**src/design/lbcr_pkg.sv**
```systemverilog
// ----------------------------------------------------------------------------
// lbcr_pkg: shared types and codes for the line-buffered character reader
// Transaction payload structs, request queue entry and character codes.
// ----------------------------------------------------------------------------
package lbcr_pkg;

    localparam logic       FUNC_READ      = 1'b0;
    localparam logic       FUNC_CHAR      = 1'b1;

    localparam logic [7:0] CHAR_BACKSPACE = 8'd8;
    localparam logic [7:0] CHAR_NEWLINE   = 8'd10;
    localparam logic [7:0] CHAR_EOF       = 8'd255;

    typedef struct packed {
        logic        func;
        logic [7:0]  char_code;
        logic [15:0] requester;
        logic [15:0] request_size;
    } item_t;

    typedef struct packed {
        logic [15:0] receiver;
        logic [7:0]  data_byte;
        logic        last;
    } result_t;

    typedef struct packed {
        logic [15:0] requester;
        logic [15:0] size;
    } req_entry_t;

    typedef struct packed {
        logic push;
        logic pop;
    } fifo_ctrl_t;

    typedef struct packed {
        logic full;
        logic empty;
    } fifo_status_t;

endpackage

```
**src/design/lbcr_req_fifo.sv**
```systemverilog
// ----------------------------------------------------------------------------
// lbcr_req_fifo: pending read request queue
// Circular queue of requester id and size; the head entry is always visible.
// ----------------------------------------------------------------------------
module lbcr_req_fifo #(
    parameter int DEPTH = 8
) (
    input  logic                   clk,
    input  logic                   rst_n,
    input  lbcr_pkg::fifo_ctrl_t   ctrl,
    input  lbcr_pkg::req_entry_t   push_entry,
    output lbcr_pkg::req_entry_t   head_entry,
    output lbcr_pkg::fifo_status_t status
);
    import lbcr_pkg::*;

    localparam int PTR_W = (DEPTH > 1) ? $clog2(DEPTH) : 1;
    localparam int CNT_W = $clog2(DEPTH + 1);

    req_entry_t       entry_reg [DEPTH];
    logic [PTR_W-1:0] head_reg, head_next;
    logic [PTR_W-1:0] tail_reg, tail_next;
    logic [CNT_W-1:0] count_reg, count_next;
    logic             do_push, do_pop;

    assign status.full  = (count_reg == CNT_W'(DEPTH));
    assign status.empty = (count_reg == '0);
    assign head_entry   = entry_reg[head_reg];

    assign do_push = ctrl.push & ~status.full;
    assign do_pop  = ctrl.pop & ~status.empty;

    always_comb
    begin
        head_next  = head_reg;
        tail_next  = tail_reg;
        count_next = count_reg;
        if (do_push)
        begin
            tail_next = (tail_reg == PTR_W'(DEPTH - 1)) ? '0 : tail_reg + 1'b1;
        end
        if (do_pop)
        begin
            head_next = (head_reg == PTR_W'(DEPTH - 1)) ? '0 : head_reg + 1'b1;
        end
        if (do_push && !do_pop)
        begin
            count_next = count_reg + 1'b1;
        end
        else if (do_pop && !do_push)
        begin
            count_next = count_reg - 1'b1;
        end
    end

    always_ff @(posedge clk or negedge rst_n)
    begin
        if (!rst_n)
        begin
            head_reg  <= '0;
            tail_reg  <= '0;
            count_reg <= '0;
        end
        else
        begin
            head_reg  <= head_next;
            tail_reg  <= tail_next;
            count_reg <= count_next;
        end
    end

    // Entries carry no reset; the head of an empty queue is shown but never used.
    always_ff @(posedge clk)
    begin
        if (do_push)
        begin
            entry_reg[tail_reg] <= push_entry;
        end
    end

endmodule

```
**src/design/line_buffered_char_reader_core.sv**
```systemverilog
// ----------------------------------------------------------------------------
// line_buffered_char_reader_core: line-buffered character reader
// A read request or plain character leaves the block idle; end of file goes
// through ST_EOF. A newline flush of n bytes passes ST_READ and ST_SEND once
// per byte, one memory read and one output load; ST_SEND and ST_EOF hold on stall.
// Async active-low reset empties the line and queue at once; no clear pass.
// ----------------------------------------------------------------------------
module line_buffered_char_reader_core #(
    parameter int LINE_DEPTH    = 64,
    parameter int REQUEST_DEPTH = 8
) (
    input  logic              clk,
    input  logic              rst_n,
    input  logic              item_valid,
    output logic              item_stall,
    input  lbcr_pkg::item_t   item,
    output logic              result_valid,
    input  logic              result_stall,
    output lbcr_pkg::result_t result
);
    import lbcr_pkg::*;

    localparam int LEN_W  = $clog2(LINE_DEPTH + 1);
    localparam int ADDR_W = $clog2(LINE_DEPTH);

    // Sequencer states
    localparam logic [1:0] ST_IDLE = 2'd0;   // take one transaction
    localparam logic [1:0] ST_READ = 2'd1;   // line store read in flight
    localparam logic [1:0] ST_SEND = 2'd2;   // load a line byte into the output
    localparam logic [1:0] ST_EOF  = 2'd3;   // load the end-of-file byte

    logic [1:0]        state_reg, state_next;
    logic [LEN_W-1:0]  len_reg, len_next;      // bytes held in the line store
    logic [LEN_W-1:0]  cnt_reg, cnt_next;      // bytes to deliver in this flush
    logic [ADDR_W-1:0] idx_reg, idx_next;      // flush read pointer
    logic [15:0]       who_reg, who_next;      // receiver of the completed request
    result_t           res_reg, res_next;
    logic              res_valid_reg, res_valid_next;

    // Line store: one write port, one registered read port
    logic [7:0]        line_mem [LINE_DEPTH];
    logic [7:0]        mem_rdata_reg;
    logic              mem_we;
    logic [ADDR_W-1:0] mem_waddr;

    fifo_ctrl_t        fifo_ctrl;
    fifo_status_t      fifo_status;
    req_entry_t        push_entry;
    req_entry_t        head_entry;

    logic              accept;
    logic              slot_free;
    logic              line_full;
    logic [LEN_W-1:0]  len_appended;
    logic [LEN_W-1:0]  flush_cnt;
    logic              last_byte;

    lbcr_req_fifo #(
        .DEPTH (REQUEST_DEPTH)
    ) u_req_fifo (
        .clk        (clk),
        .rst_n      (rst_n),
        .ctrl       (fifo_ctrl),
        .push_entry (push_entry),
        .head_entry (head_entry),
        .status     (fifo_status)
    );

    // Accept only in idle; a result waiting in the output register does not block.
    assign item_stall   = (state_reg != ST_IDLE);
    assign accept       = item_valid & ~item_stall;
    assign result_valid = res_valid_reg;
    assign result       = res_reg;

    // Output register may load when empty or being drained this cycle.
    assign slot_free = ~res_valid_reg | ~result_stall;

    assign push_entry.requester = item.requester;
    assign push_entry.size      = item.request_size;

    assign line_full    = (len_reg == LEN_W'(LINE_DEPTH));
    assign len_appended = line_full ? len_reg : len_reg + 1'b1;

    // Flush length: min(line length after the newline, requested size)
    assign flush_cnt = (16'(len_appended) < head_entry.size) ? len_appended
                                                             : LEN_W'(head_entry.size);

    assign last_byte = ((LEN_W'(idx_reg) + 1'b1) == cnt_reg);
    assign mem_waddr = len_reg[ADDR_W-1:0];

    always_comb
    begin
        state_next     = state_reg;
        len_next       = len_reg;
        cnt_next       = cnt_reg;
        idx_next       = idx_reg;
        who_next       = who_reg;
        res_next       = res_reg;
        res_valid_next = res_valid_reg & result_stall;
        fifo_ctrl      = '0;
        mem_we         = 1'b0;

        case (state_reg)
            ST_IDLE:
            begin
                if (accept)
                begin
                    if (item.func == FUNC_READ)
                    begin
                        // Drop the request when the queue is full.
                        fifo_ctrl.push = ~fifo_status.full;
                    end
                    else if (!fifo_status.empty)
                    begin
                        if (item.char_code == CHAR_BACKSPACE)
                        begin
                            if (len_reg != '0)
                            begin
                                len_next = len_reg - 1'b1;
                            end
                        end
                        else if (item.char_code == CHAR_EOF)
                        begin
                            fifo_ctrl.pop = 1'b1;
                            len_next      = '0;
                            who_next      = head_entry.requester;
                            state_next    = ST_EOF;
                        end
                        else
                        begin
                            // Append; drop when the line is full.
                            mem_we   = ~line_full;
                            len_next = len_appended;
                            if (item.char_code == CHAR_NEWLINE)
                            begin
                                fifo_ctrl.pop = 1'b1;
                                len_next      = '0;
                                who_next      = head_entry.requester;
                                cnt_next      = flush_cnt;
                                idx_next      = '0;
                                if (flush_cnt != '0)
                                begin
                                    state_next = ST_READ;
                                end
                            end
                        end
                    end
                end
            end
            ST_READ:
            begin
                state_next = ST_SEND;
            end
            ST_SEND:
            begin
                if (slot_free)
                begin
                    res_next.receiver  = who_reg;
                    res_next.data_byte = mem_rdata_reg;
                    res_next.last      = last_byte;
                    res_valid_next     = 1'b1;
                    if (last_byte)
                    begin
                        state_next = ST_IDLE;
                    end
                    else
                    begin
                        idx_next   = idx_reg + 1'b1;
                        state_next = ST_READ;
                    end
                end
            end
            ST_EOF:
            begin
                if (slot_free)
                begin
                    res_next.receiver  = who_reg;
                    res_next.data_byte = CHAR_EOF;
                    res_next.last      = 1'b1;
                    res_valid_next     = 1'b1;
                    state_next         = ST_IDLE;
                end
            end
            default:
            begin
                state_next = ST_IDLE;
            end
        endcase
    end

    always_ff @(posedge clk or negedge rst_n)
    begin
        if (!rst_n)
        begin
            state_reg     <= ST_IDLE;
            len_reg       <= '0;
            res_valid_reg <= 1'b0;
        end
        else
        begin
            state_reg     <= state_next;
            len_reg       <= len_next;
            res_valid_reg <= res_valid_next;
        end
    end

    // Payload registers: no reset needed
    always_ff @(posedge clk)
    begin
        cnt_reg <= cnt_next;
        idx_reg <= idx_next;
        who_reg <= who_next;
        res_reg <= res_next;
    end

    // Line store; the read pointer holds through ST_READ so the data is ready in ST_SEND.
    always_ff @(posedge clk)
    begin
        if (mem_we)
        begin
            line_mem[mem_waddr] <= item.char_code;
        end
        mem_rdata_reg <= line_mem[idx_reg];
    end

endmodule

```
**config.mk**
```make
export PLATFORM = sky130hd
export DESIGN_NAME = line_buffered_char_reader_core
export DESIGN_NICKNAME = d
export VERILOG_FILES = /design/src/design/lbcr_pkg.sv /design/src/design/lbcr_req_fifo.sv /design/src/design/line_buffered_char_reader_core.sv
export SDC_FILE = /design/constraint.sdc
export NUM_CORES = 1
export LEC_CHECK = 0
export BUFFER_PORTS_ARGS = -buffer_cell sky130_fd_sc_hd__buf_2
export CAP_MARGIN = 20
export CORE_MARGIN = 5
export CORE_UTILIZATION = 56
export CTS_BUF_LIST = sky130_fd_sc_hd__clkbuf_16
export DETAILED_ROUTE_END_ITERATION = 7
export PLACE_DENSITY = 0.75
export SLEW_MARGIN = 20
export SYNTH_ARGS = -nofsm -noshare
export SYNTH_HDL_FRONTEND = slang
export SYNTH_SLANG_ARGS = --single-unit
```
**constraint.sdc**
```tcl
create_clock -name clk -period 4.3 [get_ports clk]
set_clock_uncertainty 0.15 [all_clocks]
set_input_delay 0.86 -clock clk [delete_from_list [all_inputs] [get_ports clk]]
set_output_delay 0.86 -clock clk [all_outputs]
set_load 0.03 [all_outputs]
```
# Word level (Yosys, flattened, before mapping)
# Memory sizes are Yosys's and may differ from the RTL's. A register that Yosys moved wholly into a read port is not among the register bits.
# Cells that the tools add are included.
# classes
magnitude_cmp,1
add_sub_neg,8
n_reduce_logical,20
n_eq_ne,23
bitwise_logic,13
muxes,55
# ops
op,n
two-way mux 25 bit,2
case mux 25 bit (2 select lines),1
two-way mux 6 bit,8
two-way mux 7 bit,6
two-way mux 16 bit,2
two-way mux 2 bit,11
two-way mux 1 bit,19
"inequality test 2 bit, second input constant",9
"== test 8 x 4 -> 1 bit, second input constant",2
less-than comparator 7 x 16 -> 1 bit,1
nonzero test 7 bit,2
case mux 6 bit (2 select lines),1
nonzero test 2 bit,5
AND reduction 9 bit,1
"== test 8 bit, second input constant",1
two-way mux 4 bit,2
NOT 1 bit,8
case mux 2 bit (4 select lines),1
AND reduction 8 bit,1
"adder 6 x 1 -> 7 bit, second input constant",1
"adder 7 x 1 -> 7 bit, second input constant",1
== test 7 bit,1
"== test 7 bit, second input constant",1
AND reduction 7 bit,1
other kinds (22),32
# word_totals
word_cells,134
ram_bits,768
input_bits,45
out_inout_bits,27
regBits,74
mem_count,2
# memory_table
memory,depth,word_bits,read_ports,rd_ports_with_merged_regs,wr,line_no,rtl
line_mem,64,8,1,1,1,line_buffered_char_reader_core.sv:41,logic [7:0] line_mem [LINE_DEPTH];
u_req_fifo.entry_reg,8,32,1,0,1,lbcr_req_fifo.sv:20,req_entry_t entry_reg [DEPTH];

# Longest topological paths before layout
# Gate-level depths: netlist of the first run.
# depth
word_depth,13
ltp_mapped,14
depth_no_buf,13

# Hierarchy
# From an unflattened synthesis of the first run, not the netlist that was laid out.
# unflattened
hier_cells,1634
area_unflattened_um2,33434.6
# modules_own_cells
mod,n_inst,area_each_um2,seq_area_each_um2,cells_each
line_buffered_char_reader_core,1,23153.5,17406.7,1198
lbcr_req_fifo,1,10281.1,7937.6,436

# Worst setup path before layout of the first run
# No wires, ideal clock.
# synth_timing
kind,reg2reg
startpoint,register state_reg[1]
endpoint,memory u_req_fifo.entry_reg[0][0] in the netlist's numbering (enable)
required_ns,3.689
arrival_time_ns,3.847
setup_ns,0.461
n_path_buf,0
stages_incl_launch_ff,5
synth_period_minus_slack_ns,4.458
setup_slack_ns,-0.158
path_cell_list,dfrtp_1 or2_1 a2111oi_2 nand2b_1 nor3_1
# synth_via
elab_chain_cells,8
elab_cells_between_ends,9
cone_classes,mux: 4; bitwise: 3; reduce/logical: 2
# synth_lines
item,line_no,rtl
from (decl),line_buffered_char_reader_core.sv:32,"logic [1:0] state_reg, state_next;"
from (signal assigned),line_buffered_char_reader_core.sv:201,state_reg <= state_next;
nonzero test 2 bit,line_buffered_char_reader_core.sv:70,assign item_stall = (state_reg != ST_IDLE);
via item_stall,line_buffered_char_reader_core.sv:15,"output logic item_stall,"
NOT 1 bit,line_buffered_char_reader_core.sv:71,assign accept = item_valid & ~item_stall;
bitwise AND 1 bit,line_buffered_char_reader_core.sv:71,
two-way mux 2 bit,line_buffered_char_reader_core.sv:106,if (accept)
two-way mux 2 bit,line_buffered_char_reader_core.sv:103,case (state_reg)
bitwise AND 1 bit,lbcr_req_fifo.sv:30,assign do_push = ctrl.push & ~status.full;
via u_req_fifo.do_push,lbcr_req_fifo.sv:24,"logic do_push, do_pop;"
two-way mux 1 bit,lbcr_req_fifo.sv:75,if (do_push)
two-way mux 1 bit (implied by the code),lbcr_req_fifo.sv:77,entry_reg[tail_reg] <= push_entry;
to (decl),lbcr_req_fifo.sv:20,
# The timed path passes the listed nets, and every way through them passes these cells.

# Final worst setup path of the first run
# layout_timing
startpoint,register len_reg[2]
endpoint,register state_reg[0]
# layout_via
elab_chain_cells,7
elab_cells_between_ends,8
cone_classes,add/sub: 1; order compare: 1; eq/ne: 2; mux: 2; reduce/logical: 2
# layout_lines
item,line_no,rtl
from (decl),line_buffered_char_reader_core.sv:33,"logic [LEN_W-1:0] len_reg, len_next;"
from (signal assigned),line_buffered_char_reader_core.sv:202,len_reg <= len_next;
adder 7 x 1 -> 7 bit / == test 7 bit (equally long branches),"line_buffered_char_reader_core.sv:82, line_buffered_char_reader_core.sv:81",
two-way mux 7 bit *,line_buffered_char_reader_core.sv:82,assign len_appended = line_full ? len_reg : len_reg + 1'b1;
less-than comparator 7 x 16 -> 1 bit,line_buffered_char_reader_core.sv:85,assign flush_cnt = (16'(len_appended) < head_entry.size) ? len_appended
two-way mux 7 bit *,line_buffered_char_reader_core.sv:85,
nonzero test 7 bit *,line_buffered_char_reader_core.sv:141,if (flush_cnt != '0)
inequality test 3 bit (no source line) *,n/a,
AND reduction 8 bit (no source line) *,n/a,
# Every way passes the cells marked *; elsewhere a longest branch is shown, timed or not.
# A chain may end at the register's enable or synchronous reset.

==> results of run 1 <==
## Yosys cell counts, types with 3 or more instances
master / number / area share
dfrtp_1: 20 / 0.015
ha_1: 17 / 0.0065
edfxtp_1: 822 / 0.75
nor3_1: 14 / 0.0021
xor2_1: 6 / 0.0016
mux2i_1: 22 / 0.0067
nand2_1: 68 / 0.0078
inv_1: 16 / 0.0018
nand4_1: 7 / 0.0013
nand3_1: 17 / 0.0026
nor2_1: 100 / 0.011
a21oi_1: 20 / 0.0031
buf_2: 14 / 0.0021
clkbuf_1: 37 / 0.0042
a21o_1: 3 / 0.00069
or3_1: 4 / 0.00076
nand2b_1: 15 / 0.0029
nor4_1: 19 / 0.0036
mux4_2: 212 / 0.15
and3_1: 4 / 0.00076
o21ai_1: 9 / 0.0014
dfxtp_1: 8 / 0.0049
xnor2_1: 15 / 0.0040
buf_6: 9 / 0.0031
buf_1: 6 / 0.00069
nor2b_1: 4 / 0.00076
## worst max-delay path: stages, from the launching register on
cell     delay (ns)
dfrtp_1        0.64
and3_1         0.35
nand3_1        0.19
xnor2_1        0.32
inv_1          0.17
ha_1           0.33
a21o_1         0.18
a21oi_1        0.17
nand2_1        0.09
o221a_2        0.40
mux2i_1        0.17
a22oi_1        0.24
## how the worst min path moves through the flow
stage / endpoint / start / slack (ns) / cells past startpoint
after floorplan: result[10] / who_reg[1] / 0.25 / 0
after global placement: result[22] / who_reg[13] / 0.25 / 0
after detailed placement: result[12] / who_reg[3] / 0.26 / 0
after CTS: state_reg[1] / rst_n / 0.04 / 1
after global routing: u_req_fifo.head_reg[0] / rst_n / 0.07 / 1
final: u_req_fifo.head_reg[0] / rst_n / 0.07 / 1
## layer usage
metal  GRT usage  up-vias  routed length, um
met5           0        -                 29
met4      0.0689        4               2130
met3      0.0499      154               5050
met2       0.350      664              33500
met1       0.302     8004              27100
li1            -     6574                  -
## logic make-up (layout without fill, tap and decap cells)
logic type	after synthesis	after routing
AO/OA/AOI/OAI	56	56
XOR/XNOR	21	21
adder cells (fa/ha/maj)	18	18
buffers and inverters	85	278
flip-flops	850	850
multiplexers	238	238
other	0	4
AND/OR/NAND/NOR	261	261
## where the power goes
group / switching (mW) / internal (mW)
combinational: 1.89 / 1.36
clock: 2.95 / 4.02
sequential: 0.275 / 9.53
total: 5.11 / 14.9
## layout make-up
type	instances	area, um^2	area share
tap	765	957	0.0260
clock inverter	61	526	0.0143
timing repair buffer	116	731	0.0199
sequential	850	25300	0.689
inverter	17	63.8	0.00173
antenna	4	10.0	0.000272
multi-input combinational	594	7070	0.192
clock buffer	84	2100	0.0571
==> summary.txt, run 1 <==
Outcome
  – Outcome: finished clean

Clocking
  – CTS tree: done
  – Clock slew at reported path FFs: 0.06 ns
  – Post-CTS sizing: 0
  – Clock Sinks: 850
  – Clock tree root driver cell: clkbuf_16
  – Skew-Pair Late Insertion Delay: 0.62 ns
  – Setup bufs post-CTS: 0
  – H-tree depth: 3
  – CTS Buf Count: 82
  – CTS Hold Bufs: 0
  – Clock buffer depth: 3

Floorplan
  – Initial Utilization: 0.567
  – Die height: 252 um
  – Row cnt: 88
  – Core Region: 57,800 um^2
  – DIE AREA: 63,400 um^2
  – I/O pins: 72
  – Die Width: 252 um

Flow run
  – Max Cap Viol: 0

Timing
  – Sum Neg Setup Slack: 0 ns
  – Max-slew violations: 0
  – Final period util: 0.812
  – Final Setup Violations: 0
  – RSZ-0062 raised after global routing: false
  – Slew @ Worst Pin: 0.922 ns
  – Fmax: 0.286 GHz
  – Final WS setup: 0.808 ns
  – Worst slew margin: 0.385
  – Hold Slack: 0.0658 ns
  – Final min period: 3.49 ns
  – Final hold vios: 0

Place
  – Placed cell count: 2,342
  – Setup WS pre-CTS: 0.443 ns
  – Post-DP HPWL: 40,900 um
  – GP Congestion: 0.867
  – IO Port Bufs: 71
  – Placed Area: 34,200 um^2

Logic synthesis
  – Multiplexer share of the synthesized area: 0.154
  – Post-synthesis cell count: 1,529
  – Ys async rst share: 0.0235
  – #FFs+latches synth: 850
  – Simple-Gate Fraction of Synth Area: 0.0362
  – Top_reg_cell synth: edfxtp_1
  – Post-synthesis sequential area ratio: 0.774
  – Xor/xnor share of the synthesized area: 0.00561
  – Adder-cell share of the synthesized area: 0.00710
  – Largest family of logic cells by synthesized area: multiplexers
  – Syn Nets: 1,592
  – Distinct cells, synth: 55
  – Number of synthesis warnings: 0
  – Mean area per synthesized cell: 21.4 um^2
  – Post-Syn Area: 32,800 um^2
  – EDFF count, synth: 822
  – Post-synthesis compound-gate area fraction: 0.0110

Global routing
  – First-pass GRT wire length: 103,000 um
  – Initial antenna violation count: 6
  – Vias in the first global route: 15,900
  – Grt total ovfl: 0
  – Largest net degree at the start of global routing: 90
  – Total GRT Usage: 0.217

Power and ir drop
  – Cell area power density: 544 nW/um^2
  – Maximum VDD drop: 382 uV
  – Final Power: 20.0 mW
  – Leakage: 11.8 nW

Finish
  – Nets: 1,724
  – Fillers: 3,718
  – Commonest non-fill, non-tap cell in the layout: edfxtp_1
  – Synth-to-Final Area Change: 12.4%
  – Final core occ: 0.637
  – Finished Layout Cells: 2,491
  – Fin area: 36,800 um^2
  – Highest-count cells in the layout ignoring fill and taps: edfxtp_1, mux4_2, nor2_1, clkbuf_16, buf_2
  – Layout cell share with drive strength beyond 1: 0.261
  – Max FFs per register: 512

Setup path
  – CP endpoint: state_reg[0]
  – Crit path max fanout: 17
  – R2r startpoint: len_reg[2]
  – Startpoint Class: flip-flop
  – CP endpoint kind: flip-flop
  – CP startpoint: len_reg[2]
  – Arrival time worst endpoint: 3.86 ns
  – Reg2Reg Setup Slack: 0.81 ns
  – Crit Path Category: reg -> reg
  – Reg2reg end: state_reg[0]
  – Crit path required time: 4.67 ns
  – R2R depth: 11

Hold path
  – Worst Hold Class: in -> async

Drt
  – Via density: 6.18
  – Total routed wirelength: 67,800 um
  – Post-detailed-route count of antenna-violating nets: 0
  – DRC viols: 0
  – 1st-pass router iterations: 6
  – Initial DRC count: 1,775
  – Wirelength per Cell: 27.2 um
  – Via count: 15,400
No activity file was read; power rests on OpenSTA's default activity.
==> run 2, diff against run 1 <==
--- a/config.mk
+++ b/config.mk
@@ -8,10 +8,10 @@
 export BUFFER_PORTS_ARGS = -buffer_cell sky130_fd_sc_hd__buf_2
 export CAP_MARGIN = 20
 export CORE_MARGIN = 5
-export CORE_UTILIZATION = 56
+export CORE_UTILIZATION = 62
 export CTS_BUF_LIST = sky130_fd_sc_hd__clkbuf_16
 export DETAILED_ROUTE_END_ITERATION = 7
-export PLACE_DENSITY = 0.75
+export PLACE_DENSITY = 0.79
 export SLEW_MARGIN = 20
 export SYNTH_ARGS = -nofsm -noshare
 export SYNTH_HDL_FRONTEND = slang
==> constraint.sdc (replaced) <==
create_clock -name clk -period 3.4 [get_ports clk]
set_clock_uncertainty 0.15 [all_clocks]
set_input_delay 0.68 -clock clk [delete_from_list [all_inputs] [get_ports clk]]
set_output_delay 0.68 -clock clk [all_outputs]
set_load 0.03 [all_outputs]
==> run 2 against run 1 <==
  * Critical path depth unchanged
  * Count of clock-buffer cells in the layout down 2
  * First-iteration DRC count up 19%
  * Combinational power up 39%
  * Worst hold slack better by 0.11 ns
  * Critical endpoint unchanged
==> summary.txt, run 2 (synthesized netlist as in run 1, its figures left out) <==
Outcome
  – Outcome: finished clean

Setup path
  – Arrival time worst endpoint: 3.61 ns
  – Crit path max fanout: 13
  – Crit Path Category: reg -> reg
  – Startpoint Class: flip-flop
  – CP endpoint kind: flip-flop
  – Crit path required time: 3.74 ns

Timing
  – Final Setup Violations: 0
  – Final min period: 3.27 ns
  – Final period util: 0.961
  – Fmax: 0.306 GHz
  – Final WS setup: 0.133 ns
  – RSZ-0062 raised after global routing: true
  – Sum Neg Setup Slack: 0 ns
  – Slew @ Worst Pin: 0.905 ns
  – Max-slew violations: 0
  – Final hold vios: 0
  – Hold Slack: 0.175 ns
  – Worst slew margin: 0.397

Place
  – Setup WS pre-CTS: -0.302 ns
  – GP Congestion: 0.870
  – Placed Area: 34,500 um^2
  – IO Port Bufs: 71
  – Post-DP HPWL: 42,600 um

Power and ir drop
  – Switching portion of total power: 0.257
  – Final Power: 26.0 mW
  – Cell area power density: 698 nW/um^2
  – P_int: 19.3 mW
  – Comb pwr share: 0.174
  – Sequential share of power: 0.473
  – Net Sw Power: 6.69 mW
  – Leakage: 12.0 nW
  – Maximum VDD drop: 692 uV
  – Clock share of power: 0.353

Floorplan
  – Row cnt: 84
  – DIE AREA: 57,500 um^2
  – Core Region: 52,400 um^2
  – Die Width: 240 um
  – Die height: 240 um
  – Initial Utilization: 0.625
  – I/O pins: 72

Clocking
  – Clock slew at reported path FFs: 0.06 ns
  – CTS Buf Count: 81
  – CTS tree: done
  – Clock buffer depth: 3
  – Skew-Pair Late Insertion Delay: 0.62 ns
  – Clock tree root driver cell: clkbuf_16
  – Clock Sinks: 850
  – H-tree depth: 3
  – Setup bufs post-CTS: 0

Drt
  – Via density: 6.58
  – 1st-pass router iterations: 6
  – Post-detailed-route count of antenna-violating nets: 0
  – Via count: 16,100
  – DRC viols: 0
  – Wirelength per Cell: 30.1 um
  – Initial DRC count: 2,120
  – Total routed wirelength: 73,700 um

Finish
  – Nets: 1,760
  – Fin area: 37,300 um^2
  – Max FFs per register: 512
  – Antenna cells: 0
  – Highest-count cells in the layout ignoring fill and taps: edfxtp_1, mux4_2, nor2_1, clkbuf_16, buf_2
  – Layout cell share with drive strength beyond 1: 0.283
  – Commonest non-fill, non-tap cell in the layout: edfxtp_1
  – Sequential cell area: 25,300 um^2
  – Synth-to-Final Area Change: 13.7%
  – Area occupied by multi-input gates: 7070 um^2
  – Fillers: 2,854

Global routing
  – Initial antenna violation count: 2
  – Met3 GRT Util: 0.0517
  – Grt total ovfl: 0
  – Met1 global-route usage: 0.367
  – Vias in the first global route: 16,500
  – Total GRT Usage: 0.264
  – First-pass GRT wire length: 111,000 um
  – Most Crowded Layer GR: met2
  – Met2 Use GR: 0.437
  – Largest net degree at the start of global routing: 65

Hold path
  – Worst Hold Class: in -> reg

Flow run
  – Max Cap Viol: 0
-- run 2: cell types whose count changed in the layout (fill, tap and decap cells not counted), moves of 3 or more --
cell        change
clkinv_1        -9
clkinvlp_4      +3
buf_4          +19
buf_12         +16
clkinv_2        +4
bufinv_16       +5
diode_2         -4
-- run 2: repair_timing --
action                     4_1_cts  5_1_grt
hold buffers                     1        0
hold endpoints to repair        20        0
setup endpoints to repair        0        7
resized for setup                0        2
-- run 2: worst max-delay path, stage by stage, from the launching register on --
cell     delay, ns
dfrtp_1       0.36
and3_1        0.31
nand3_1       0.20
xnor2_1       0.35
inv_1         0.18
ha_1          0.33
a21o_1        0.18
a21oi_1       0.21
nand2_1       0.10
o221a_2       0.40
mux2i_1       0.26
a22oi_1       0.12
-- run 2: path summary, 6_finish.rpt --
path	slack, ns	cells past startpoint	from	end
max	0.13	11	len_reg[0]	state_reg[0]
min in group asynchronous	0.48	2	rst_n	u_req_fifo.head_reg[2]
max in group asynchronous	2.24	2	rst_n	u_req_fifo.head_reg[1]
min reg2reg	0.27	0	who_reg[4]	result[13]
max reg2reg	0.13	11	len_reg[0]	state_reg[0]
min	0.18	1	item[20]	u_req_fifo.entry_reg[1][20]
-- run 2: stage by stage --
step / std cells / util
6_report: 2447 / 0.710
4_1_cts: 2447 / 0.710
2_1_floorplan: 1529 / -
5_1_grt: 2447 / 0.710
3_3_place_gp: 2301 / 0.659
3_5_place_dp: 2301 / 0.659
-- run 2: routing by layer --
layer	share of wire	vias to the layer above
met2	0.51	943
met4	0.032	4
met3	0.086	142
met1	0.37	8362
met5	0.00034	-
li1	-	6654
-- run 2: layout make-up --
class / instances / share of cell area
inverter: 17 / 0.00171
tap: 688 / 0.0231
multi-input combinational: 594 / 0.190
sequential: 850 / 0.680
timing repair buffer: 153 / 0.0326
clock buffer: 82 / 0.0551
clock inverter: 63 / 0.0174
-- run 2: power by group through the flow --
stage / Combinational [mW] / Clock, mW / Sequential, mW
3_5_place_dp: 4.44 / 0 / 12.5
3_3_place_gp: 4.32 / 0 / 12.5
5_1_grt: 4.76 / 9.79 / 12.3
2_1_floorplan: 2.73 / 0 / 12.6
4_1_cts: 4.52 / 9.28 / 12.3
6_report: 4.52 / 9.19 / 12.3
==> run 3, diff against run 2 <==
==> constraint.sdc (replaced) <==
create_clock -name clk -period 3.65 [get_ports clk]
set_clock_uncertainty 0.15 [all_clocks]
set_input_delay 0.73 -clock clk [delete_from_list [all_inputs] [get_ports clk]]
set_output_delay 0.73 -clock clk [all_outputs]
set_load 0.03 [all_outputs]
==> run 3 against run 2 <==
  * Routed wire length is 2.8% lower
  * Count of clock-buffer cells in the layout shrank 1
  * Fmax is 2.8% lower
  * Final cell count is 0.20% lower
  * Global-route usage fell by 0.96 points
  * Sequential share of layout area rose by 0.38 points
  * Critical path depth is 1 higher
  * Non-clock buffer count fell by 8
  * Largest cell class unchanged
  * Largest power group unchanged
==> summary.txt, run 3 (synthesized netlist as in run 1, its figures left out) <==
Setup path
  – Crit-path max cell delay: 0.56 ns
  – Crit Path Category: reg -> reg
  – Worst path bufs/invs: 2
  – CP endpoint kind: flip-flop
  – Most Frequent Cell on Critical Path: nand2_1
  – Arrival time worst endpoint: 3.72 ns
  – CP top delay family: simple AND/OR/NAND/NOR gates
  – R2R depth: 12
  – Reg2Reg Setup Slack: 0.29 ns
  – Reg2reg end: state_reg[0]
  – Startpoint Class: flip-flop
  – Crit path max fanout: 14
  – Crit path required time: 4.01 ns
  – Slowest cell on crit path: dfrtp_1
  – CP Cell Sequence: nor2_1 -> buf_4 -> nand4_1 -> nand2_1 -> inv_1 -> ha_1 -> o21a_1 -> o2111ai_1 -> nand2_1 -> o221a_2 -> mux2i_1 -> a22oi_1
  – R2r startpoint: len_reg[3]

Power and ir drop
  – Cell area power density: 639 nW/um^2
  – Maximum VDD drop: 557 uV
  – Sequential share of power: 0.487
  – Clock share of power: 0.341
  – Comb pwr share: 0.172
  – Leakage: 11.9 nW
  – P_int: 17.5 mW
  – Net Sw Power: 6.21 mW
  – Switching portion of total power: 0.262

Place
  – Setup WS pre-CTS: 0.0321 ns
  – Post-DP HPWL: 42,200 um
  – GP Congestion: 0.870
  – IO Port Bufs: 71

Clocking
  – Clock Sinks: 850
  – Clock buffer depth: 3
  – Clock slew at reported path FFs: 0.06 ns
  – Post-CTS sizing: 0
  – Clock tree root driver cell: clkbuf_16
  – CTS tree: done
  – CTS Buf Count: 81
  – CTS Hold Bufs: 1
  – Setup bufs post-CTS: 0
  – H-tree depth: 3
  – Skew-Pair Late Insertion Delay: 0.63 ns

Hold path
  – Worst Hold Depth: 1
  – Hold_sp: item[19]
  – End of the worst hold path: u_req_fifo.entry_reg[0][19]
  – Worst Hold Class: in -> reg

Finish
  – Layout cell share with drive strength beyond 1: 0.271
  – Fillers: 2,938
  – Nets: 1,752
  – Max FFs per register: 512
  – Highest-count cells in the layout ignoring fill and taps: edfxtp_1, mux4_2, nor2_1, clkbuf_16, buf_2
  – Synth-to-Final Area Change: 13.1%
  – Antenna cells: 0
  – Commonest non-fill, non-tap cell in the layout: edfxtp_1

Floorplan
  – Core Region: 52,400 um^2
  – Initial Utilization: 0.625
  – Die Width: 240 um
  – DIE AREA: 57,500 um^2
  – I/O pins: 72
  – Row cnt: 84
  – Die height: 240 um

Timing
  – Sum Neg Setup Slack: 0 ns
  – Final hold vios: 0
  – Final min period: 3.36 ns
  – Fmax: 0.297 GHz
  – Final Setup Violations: 0
  – Final period util: 0.921
  – Max-slew violations: 0
  – RSZ-0062 raised after global routing: false
  – Slew @ Worst Pin: 0.869 ns
  – Final WS setup: 0.288 ns
  – Worst slew margin: 0.418

Global routing
  – Vias in the first global route: 16,500
  – Total GRT Usage: 0.254
  – First-pass GRT wire length: 107,000 um
  – Grt total ovfl: 0
  – Initial antenna violation count: 4
  – Largest net degree at the start of global routing: 65

Drt
  – Wirelength per Cell: 29.3 um
  – 1st-pass router iterations: 6
  – Total routed wirelength: 71,600 um
  – Via density: 6.56
  – Via count: 16,000
  – DRC viols: 0
  – Initial DRC count: 2,037
  – Post-detailed-route count of antenna-violating nets: 0

Flow run
  – Max Cap Viol: 0

Outcome
  – Outcome: finished clean
[run 3: area by class of cell]
| class | instances | area (um^2) | share of cell area |
|---|---|---|---|
| sequential | 850 | 25300 | 0.684 |
| inverter | 17 | 63.8 | 0.00172 |
| multi-input combinational | 594 | 7070 | 0.191 |
| timing repair buffer | 145 | 1150 | 0.0311 |
| tap | 688 | 861 | 0.0232 |
| clock inverter | 67 | 536 | 0.0145 |
| clock buffer | 81 | 2030 | 0.0547 |
[run 3: stage by stage]
step | cells | utilization | hold slack [ns] | total power, mW | cell area (um^2)
final | 2442 | 0.707 | 0.210 | 23.7 | 37100
after global routing | 2442 | 0.707 | 0.185 | 24.5 | 37100
after CTS | 2442 | 0.707 | 0.169 | 23.8 | 37100
after detailed placement | 2293 | 0.657 | 0.255 | 15.7 | 34500
after global placement | 2293 | 0.657 | 0.254 | 15.6 | 34500
after floorplan | 1529 | - | 0.250 | 14.3 | 32800
[run 3: worst max-delay path by stage]
stage | from | to | cells past startpoint
detailed placement | item[38] | u_req_fifo.count_reg[3] | 15
global route | len_reg[0] | state_reg[0] | 12
global placement | item[38] | u_req_fifo.count_reg[3] | 15
floorplan | state_reg[1] | u_req_fifo.entry_reg[4][0] | 4
CTS | len_reg[0] | state_reg[0] | 11
finish | len_reg[3] | state_reg[0] | 12
[run 3: power by group through the flow]
| stage | combinational (mW) | clock (mW) | sequential [mW] |
|---|---|---|---|
| floorplan | 2.54 | 0 | 11.7 |
| global placement | 3.92 | 0 | 11.7 |
| detailed placement | 4.02 | 0 | 11.7 |
| CTS | 4.09 | 8.18 | 11.5 |
| global route | 4.32 | 8.62 | 11.6 |
| finish | 4.07 | 8.07 | 11.5 |
[run 3: layer usage]
| layer | GRT usage | share of wire |
|---|---|---|
| met5 | 0 | 0.00077 |
| met4 | 0.0751 | 0.030 |
| met3 | 0.0525 | 0.087 |
| met2 | 0.431 | 0.51 |
| met1 | 0.343 | 0.37 |
